$ cat src/linear_threshold_classifier_tally_assert.svh
// Assertion macros shared by the classifier tally RTL.
`ifndef LINEAR_THRESHOLD_CLASSIFIER_TALLY_ASSERT_SVH
`define LINEAR_THRESHOLD_CLASSIFIER_TALLY_ASSERT_SVH

// Same-cycle implication, disabled while reset is asserted.
`define LTCT_ASSERT_NOW(lbl, clk, rstn, ante, cons) \
  lbl: assert property (@(posedge clk) disable iff (!rstn) (ante) |-> (cons)) \
    else $error("ltct: assertion failed");

// Next-cycle implication, disabled while reset is asserted.
`define LTCT_ASSERT_NEXT(lbl, clk, rstn, ante, cons) \
  lbl: assert property (@(posedge clk) disable iff (!rstn) (ante) |=> (cons)) \
    else $error("ltct: assertion failed");

`endif

$ cat src/ltct_pkg.sv
// Shared constants, codes and types of the classifier tally.
package ltct_pkg;

  localparam int unsigned RULE_COUNT  = 1024;
  localparam int unsigned RULE_ADDR_W = $clog2(RULE_COUNT);
  localparam int unsigned RIDX_W      = 10;
  localparam int unsigned WEIGHT_W    = 16;
  localparam int unsigned SCORE_W     = 32;
  localparam int unsigned CNT_W       = 32;

  // x / 100 == (x * DIV100_MUL) >> DIV100_SHIFT, exact for any 32-bit x
  localparam logic [31:0] DIV100_MUL   = 32'h51EB_851F;
  localparam int unsigned DIV100_SHIFT = 37;
  localparam int unsigned QUOT_W       = 64 - DIV100_SHIFT;

  localparam logic [CNT_W-1:0]           MISS_BONUS      = CNT_W'(5);
  localparam logic signed [WEIGHT_W-1:0] ZERO_WEIGHT_FIX = WEIGHT_W'(1);
  localparam logic signed [WEIGHT_W-1:0] THRESH_RESET    = WEIGHT_W'(500);

  typedef enum logic [1:0] {
    REQ_WRITE = 2'd0,
    REQ_HIT   = 2'd1,
    REQ_CLOSE = 2'd2,
    REQ_CLEAR = 2'd3
  } req_type_e;

  // Close or clear transaction handed to the tally pipe
  typedef struct packed {
    logic                      clear;
    logic                      is_spam;
    logic                      over;
    logic signed [SCORE_W-1:0] score;
    logic [SCORE_W-1:0]        distance;
  } ltct_close_t;

endpackage

$ cat src/ltct_if.sv


interface ltct_res_if import ltct_pkg::*; ();
  logic                      valid;
  logic                      ready;
  logic signed [SCORE_W-1:0] message_score;
  logic                      judged_spam;
  logic [CNT_W-1:0]          correct_ham_count;
  logic [CNT_W-1:0]          correct_spam_count;
  logic [CNT_W-1:0]          false_positive_count;
  logic [CNT_W-1:0]          false_negative_count;
  logic [CNT_W-1:0]          false_positive_penalty;
  logic [CNT_W-1:0]          false_negative_penalty;

  modport source (
    output valid, message_score, judged_spam, correct_ham_count, correct_spam_count,
           false_positive_count, false_negative_count, false_positive_penalty,
           false_negative_penalty,
    input  ready
  );
  modport sink (
    input  valid, message_score, judged_spam, correct_ham_count, correct_spam_count,
           false_positive_count, false_negative_count, false_positive_penalty,
           false_negative_penalty,
    output ready
  );
endinterface


$ cat src/ltct_tally.sv
// Tally pipe: penalty divide by 100, saturating counters, result register.
`include "linear_threshold_classifier_tally_assert.svh"

module ltct_tally import ltct_pkg::*; (
  input  logic              clk_i,
  input  logic              rst_ni,
  input  logic              in_valid_i,
  output logic              in_ready_o,
  input  ltct_close_t       in_item_i,
  ltct_res_if.source        res_o
);

  // stage 2: distance registered, multiply by reciprocal
  logic        s2_valid_q;
  ltct_close_t s2_q;
  // stage 3: quotient registered, counter update
  logic                      s3_valid_q;
  logic                      s3_clear_q;
  logic                      s3_spam_q;
  logic                      s3_over_q;
  logic signed [SCORE_W-1:0] s3_score_q;
  logic [QUOT_W-1:0]         s3_quot_q;

  logic [CNT_W-1:0] hr_cnt_q, hr_cnt_d;
  logic [CNT_W-1:0] sr_cnt_q, sr_cnt_d;
  logic [CNT_W-1:0] fp_cnt_q, fp_cnt_d;
  logic [CNT_W-1:0] fn_cnt_q, fn_cnt_d;
  logic [CNT_W-1:0] fp_pen_q, fp_pen_d;
  logic [CNT_W-1:0] fn_pen_q, fn_pen_d;

  logic                      out_valid_q;
  logic signed [SCORE_W-1:0] out_score_q;
  logic                      out_spam_q;
  logic [CNT_W-1:0]          out_hr_q, out_sr_q, out_fp_q, out_fn_q, out_fpp_q, out_fnp_q;

  logic        out_free;
  logic        s3_adv;
  logic        s3_free;
  logic        s2_free;
  logic [63:0] prod;
  logic [CNT_W:0] fp_pen_sum, fn_pen_sum;

  assign out_free   = !out_valid_q || res_o.ready;
  assign s3_adv     = s3_valid_q && (s3_clear_q || out_free);
  assign s3_free    = !s3_valid_q || s3_adv;
  assign s2_free    = !s2_valid_q || s3_free;
  assign in_ready_o = s2_free;

  assign prod = 64'(s2_q.distance) * 64'(DIV100_MUL);

  always_ff @(posedge clk_i or negedge rst_ni) begin
    if (!rst_ni) begin
      s2_valid_q <= 1'b0;
      s3_valid_q <= 1'b0;
    end else begin
      if (s2_free) begin
        s2_valid_q <= in_valid_i;
      end
      if (s3_free) begin
        s3_valid_q <= s2_valid_q;
      end
    end
  end

  always_ff @(posedge clk_i) begin
    if (s2_free && in_valid_i) begin
      s2_q <= in_item_i;
    end
    if (s3_free && s2_valid_q) begin
      s3_clear_q <= s2_q.clear;
      s3_spam_q  <= s2_q.is_spam;
      s3_over_q  <= s2_q.over;
      s3_score_q <= s2_q.score;
      s3_quot_q  <= prod[63:DIV100_SHIFT];
    end
  end

  assign fp_pen_sum = {1'b0, fp_pen_q} + (CNT_W+1)'(s3_quot_q) + {1'b0, MISS_BONUS};
  assign fn_pen_sum = {1'b0, fn_pen_q} + (CNT_W+1)'(s3_quot_q) + {1'b0, MISS_BONUS};

  always_comb begin
    hr_cnt_d = hr_cnt_q;
    sr_cnt_d = sr_cnt_q;
    fp_cnt_d = fp_cnt_q;
    fn_cnt_d = fn_cnt_q;
    fp_pen_d = fp_pen_q;
    fn_pen_d = fn_pen_q;
    if (s3_clear_q) begin
      hr_cnt_d = '0;
      sr_cnt_d = '0;
      fp_cnt_d = '0;
      fn_cnt_d = '0;
      fp_pen_d = '0;
      fn_pen_d = '0;
    end else begin
      unique case ({s3_spam_q, s3_over_q})
        2'b11: sr_cnt_d = (sr_cnt_q == '1) ? sr_cnt_q : sr_cnt_q + 1'b1;
        2'b10: begin
          fn_cnt_d = (fn_cnt_q == '1) ? fn_cnt_q : fn_cnt_q + 1'b1;
          fn_pen_d = fn_pen_sum[CNT_W] ? '1 : fn_pen_sum[CNT_W-1:0];
        end
        2'b01: begin
          fp_cnt_d = (fp_cnt_q == '1) ? fp_cnt_q : fp_cnt_q + 1'b1;
          fp_pen_d = fp_pen_sum[CNT_W] ? '1 : fp_pen_sum[CNT_W-1:0];
        end
        default: hr_cnt_d = (hr_cnt_q == '1) ? hr_cnt_q : hr_cnt_q + 1'b1;
      endcase
    end
  end

  always_ff @(posedge clk_i or negedge rst_ni) begin
    if (!rst_ni) begin
      hr_cnt_q    <= '0;
      sr_cnt_q    <= '0;
      fp_cnt_q    <= '0;
      fn_cnt_q    <= '0;
      fp_pen_q    <= '0;
      fn_pen_q    <= '0;
      out_valid_q <= 1'b0;
    end else begin
      if (s3_adv) begin
        hr_cnt_q <= hr_cnt_d;
        sr_cnt_q <= sr_cnt_d;
        fp_cnt_q <= fp_cnt_d;
        fn_cnt_q <= fn_cnt_d;
        fp_pen_q <= fp_pen_d;
        fn_pen_q <= fn_pen_d;
      end
      if (out_free) begin
        out_valid_q <= s3_adv && !s3_clear_q;
      end
    end
  end

  always_ff @(posedge clk_i) begin
    if (s3_adv && !s3_clear_q) begin
      out_score_q <= s3_score_q;
      out_spam_q  <= s3_over_q;
      out_hr_q    <= hr_cnt_d;
      out_sr_q    <= sr_cnt_d;
      out_fp_q    <= fp_cnt_d;
      out_fn_q    <= fn_cnt_d;
      out_fpp_q   <= fp_pen_d;
      out_fnp_q   <= fn_pen_d;
    end
  end

  assign res_o.valid                  = out_valid_q;
  assign res_o.message_score          = out_score_q;
  assign res_o.judged_spam            = out_spam_q;
  assign res_o.correct_ham_count      = out_hr_q;
  assign res_o.correct_spam_count     = out_sr_q;
  assign res_o.false_positive_count   = out_fp_q;
  assign res_o.false_negative_count   = out_fn_q;
  assign res_o.false_positive_penalty = out_fpp_q;
  assign res_o.false_negative_penalty = out_fnp_q;

  // a clear leaves the tallies at zero; checked on both penalties, the ham count and the fp count
  `LTCT_ASSERT_NEXT(a_clear_zeroes, clk_i, rst_ni, s3_adv && s3_clear_q,
    fp_pen_q == '0 && fn_pen_q == '0 && hr_cnt_q == '0 && fp_cnt_q == '0)
  // a saturated false positive count stays saturated until cleared
  `LTCT_ASSERT_NEXT(a_fp_sat_holds, clk_i, rst_ni,
    s3_adv && !s3_clear_q && fp_cnt_q == '1, fp_cnt_q == '1)

endmodule

$ cat src/flat_wrapper.sv
// flat-port wrapper written by rule: the top's interface ports become plain ports
module ltct_tally_flat import ltct_pkg::*;
  (clk_i, rst_ni, in_valid_i, in_ready_o, in_item_i, res_o_valid, res_o_message_score, res_o_judged_spam, res_o_correct_ham_count, res_o_correct_spam_count, res_o_false_positive_count, res_o_false_negative_count, res_o_false_positive_penalty, res_o_false_negative_penalty, res_o_ready);
  ltct_res_if res_o_i ();
  input  logic clk_i;
  input  logic rst_ni;
  input  logic in_valid_i;
  output logic in_ready_o;
  input  ltct_close_t in_item_i;
  output wire logic [$bits(res_o_i.valid)-1:0] res_o_valid;
  output wire logic [$bits(res_o_i.message_score)-1:0] res_o_message_score;
  output wire logic [$bits(res_o_i.judged_spam)-1:0] res_o_judged_spam;
  output wire logic [$bits(res_o_i.correct_ham_count)-1:0] res_o_correct_ham_count;
  output wire logic [$bits(res_o_i.correct_spam_count)-1:0] res_o_correct_spam_count;
  output wire logic [$bits(res_o_i.false_positive_count)-1:0] res_o_false_positive_count;
  output wire logic [$bits(res_o_i.false_negative_count)-1:0] res_o_false_negative_count;
  output wire logic [$bits(res_o_i.false_positive_penalty)-1:0] res_o_false_positive_penalty;
  output wire logic [$bits(res_o_i.false_negative_penalty)-1:0] res_o_false_negative_penalty;
  input wire logic [$bits(res_o_i.ready)-1:0] res_o_ready;
  assign res_o_valid = res_o_i.valid;
  assign res_o_message_score = res_o_i.message_score;
  assign res_o_judged_spam = res_o_i.judged_spam;
  assign res_o_correct_ham_count = res_o_i.correct_ham_count;
  assign res_o_correct_spam_count = res_o_i.correct_spam_count;
  assign res_o_false_positive_count = res_o_i.false_positive_count;
  assign res_o_false_negative_count = res_o_i.false_negative_count;
  assign res_o_false_positive_penalty = res_o_i.false_positive_penalty;
  assign res_o_false_negative_penalty = res_o_i.false_negative_penalty;
  assign res_o_i.ready = res_o_ready;
  ltct_tally u_core (.clk_i(clk_i), .rst_ni(rst_ni), .in_valid_i(in_valid_i), .in_ready_o(in_ready_o), .in_item_i(in_item_i), .res_o(res_o_i));
endmodule
$ cat config.mk
export PLATFORM = sky130hd
export DESIGN_NAME = ltct_tally_flat
export DESIGN_NICKNAME = d
export VERILOG_FILES = /design/src/ltct_pkg.sv /design/src/ltct_if.sv /design/src/ltct_tally.sv /design/src/flat_wrapper.sv
export VERILOG_INCLUDE_DIRS = /design/src /design/src/src
export SDC_FILE = /design/constraint.sdc
export NUM_CORES = 2
export LEC_CHECK = 0
export BUFFER_PORTS_ARGS = -buffer_cell sky130_fd_sc_hd__buf_4
export CAP_MARGIN = 5
export CELL_PAD_IN_SITES_DETAIL_PLACEMENT = 0
export CELL_PAD_IN_SITES_GLOBAL_PLACEMENT = 1
export CORE_MARGIN = 5
export CORE_UTILIZATION = 45
export DETAILED_ROUTE_END_ITERATION = 10
export MAX_ROUTING_LAYER = met4
export PLACE_DENSITY = 0.79
export SLEW_MARGIN = 20
export SYNTH_ARGS = -nofsm -noshare
export SYNTH_HDL_FRONTEND = slang
export SYNTH_SLANG_ARGS = --single-unit
$ cat constraint.sdc
create_clock -name clk_i -period 6.78 [get_ports clk_i]
set_clock_uncertainty 0.15 [all_clocks]
set_input_delay 1.356 -clock clk_i [delete_from_list [all_inputs] [get_ports clk_i]]
set_output_delay 1.356 -clock clk_i [all_outputs]
set_load 0.005 [all_outputs]
==> impl_metrics.toml <==
[outcome]
status = "finished, violations left"
failed_checks = "setup timing"

[worst_setup_path]
crit_path_end_kind = "flip-flop"
crit_type = "flip-flop to flip-flop"
cp-start-kind = "flip-flop"
worst_ep_required_time_ps = 7030
crit_arrival_ps = 7270
worstPathMaxFanout = 9

[grt]
grt_usage_pct = 23.0
grt_pass1_wl_um = 181000
grt_max_degree = 217
grt_pass1_vias = 31500
antenna_found_initial = 3
overflow = 0

[place]
dp_hpwl_um = 92200
io_buffers = 297
gp_congestion = 0.979
placed_cell_area_mm2 = 0.0492

[cts]
cts_tree = "built"
clk_pin_slew_worst_paths_ps = 60
cts_root_buf = "clkbuf_16"
cts_max_path_buffers = 3
cts_buffers = 61
cts_max_level = 2
postCtsHoldBufs = 0
cts_sinks = 548
clk_latency_ps = 650

[drt]
num_vias = 31200
wl_um = 116000
vias_per_cell = 5.23
ant_nets = 0
routedWlPerCell_um = 19.5
drc_errors = 0
first_pass_iters = 5
initialDrtViolationCount = 2138

[floorplanning]
start_util_pct = 45.3
die_x_um = 322
io-pin-count = 298
rows = 114
core_area_mm2 = 0.0966
die_h_um = 322
die_area_mm2 = 0.103

[cells_and_area]
fin_area_mm2 = 0.0517
final_common_cell = "inv_1"
area_growth_pct = 18.4
nets = 5600
diodes = 0
drive_gt1_share_pct = 17.0
nFillCells = 8551
mostFrequentLayoutCells = "662 x inv_1, 561 x buf_4, 487 x ha_1, 380 x fa_1, 353 x edfxtp_1"

[synth]
synth_async_sr_flop_share_pct = 35.6
synth_edf_count = 353
synth.avg_cell_area_um2 = 10.6
syn-cell-area_mm2 = 0.0437
synth_area_leaders = "edfxtp_1 24%, fa_1 18%, ha_1 14%, dfrtp_1 11%, inv_1 5.7%"
yosysWarnings = 0
synth_nets = 5092
netlist.area_leader.share_pct = 24.2
yosysTopAreaCell = "edfxtp_1"
synthFlopType = "edfxtp_1"
ys_seq_area_share_pct = 35.4
synth_cell_types = 83
syn_inst = 4129
ys_seq_elements = 548

[run]
drv_cap = 0

[timing]
final-setup-viol-count = 18
tightest_slew_ps = 1120
relSlewSlack_pct = 25.1
rsz0062_at_grt = "yes"
hold_viol_final = 0
drv_slew = 0
period_needed_ps = 7020
fin_ws_ps = -236
fmax_mhz = 143
hold_slack_ps = 255
finalCritPeriodShare_pct = 103

[worst_hold_path]
hold_path.class = "flip-flop to flip-flop"
-- final timing paths --
path / cells past startpoint / slack, ps / from / to
worst max-delay path: 22 / -240 / u_core.s2_q[10]$_DFFE_PP_ / u_core.s3_quot_q[24]$_DFFE_PP_
worst min-delay path: 0 / 260 / u_core.s2_q[47]$_DFFE_PP_ / u_core.s3_score_q[15]$_DFFE_PP_
worst max register to register: 22 / -240 / u_core.s2_q[10]$_DFFE_PP_ / u_core.s3_quot_q[24]$_DFFE_PP_
worst min register to register: 0 / 260 / u_core.s2_q[47]$_DFFE_PP_ / u_core.s3_score_q[15]$_DFFE_PP_
max in group asynchronous: 2 / 4540 / rst_ni / u_core.sr_cnt_q[9]$_DFFE_PN0P_
min in group asynchronous: 1 / 570 / rst_ni / u_core.fn_cnt_q[21]$_DFFE_PN0P_
-- critical path, stage by stage (launching register included) --
cell and delay [ps]:
edfxtp_1 420, buf_12 180, fa_1 460, ha_1 290
inv_1 50, fa_1 530, inv_1 50, fa_1 500
fa_1 570, fa_1 440, fa_1 490, inv_1 50
fa_1 490, inv_2 50, ha_4 280, nand4_1 220
or2_4 350, o41ai_4 380, o31ai_4 140, a2111oi_4 360
buf_4 170, nor3_1 50, xnor2_1 120
-- routing by layer --
metal  global-route usage [%]  wire length, µm
met1                     30.9            51000
met2                     36.9            55300
met3                     3.44             6570
met4                     6.07             3400
met5                        -                0
-- repair_timing --
item                       4_1_cts  5_1_grt
resized for setup               52       39
pin swaps                       21       27
hold endpoints to repair         0        0
buffers inserted                11        7
setup endpoints to repair       24       26
-- flip-flops by register name, summed over array words and instances, names as in the netlist, 26 cells and up --
signal / cells
u_core.res_o.message_score: 32
u_core.sr_cnt_q: 32
u_core.s3_score_q: 32
u_core.hr_cnt_q: 32
u_core.res_o.correct_spam_count: 32
u_core.res_o.false_positive_penalty: 32
u_core.fp_cnt_q: 32
u_core.s3_quot_q: 26
u_core.fn_cnt_q: 32
u_core.s2_q: 67
u_core.res_o.false_negative_count: 32
u_core.fn_pen_q: 32
u_core.res_o.false_negative_penalty: 32
u_core.res_o.correct_ham_count: 32
u_core.res_o.false_positive_count: 32
u_core.fp_pen_q: 32
-- per-stage QoR --
stage               util (%)  instances  setup slack, ps  TNS, ps
finish                  53.6       5964             -236    -2480
global route            53.6       5964             -474    -7270
CTS                     53.4       5957             -296    -3050
detailed placement      50.9       5832             -437    -5540
global placement        50.9       5832             -337    -3630
floorplan                  -       4129             7.80        0
-- kinds of logic after synthesis --
group | synth area share (%)
DFF | 35.4
and+or+nand+nor | 10.0
adders and majority gates | 32.2
xor gates and xnor gates | 3.73
buffers and inverters | 6.95
AOI/OAI and AO/OA | 9.42
muxes | 2.25
-- final cells by class --
cell class	count	area [µm²]	area share [%]
multi-input cells	2778	25600	49.6
flip-flops and latches	548	15500	29.9
repair buffers	579	4470	8.64
inverters	669	2510	4.86
clock buffers	74	1650	3.18
well taps	1276	1600	3.09
clock inverters	40	390	0.754
-- cell usage after synthesis, types with 72 or more instances --
cell      number
xnor2_1      114
ha_1         501
dfrtp_1      195
inv_1        669
o21ai_0      208
nor2_1       333
a21oi_1      174
nand2_1      269
edfxtp_1     353
clkbuf_1     118
mux2i_1       96
fa_1         391
xor2_1        72
Power is left out: the tool's default activity adds up to more than one toggle a clock period on the data nets, which glitch-free logic cannot reach.
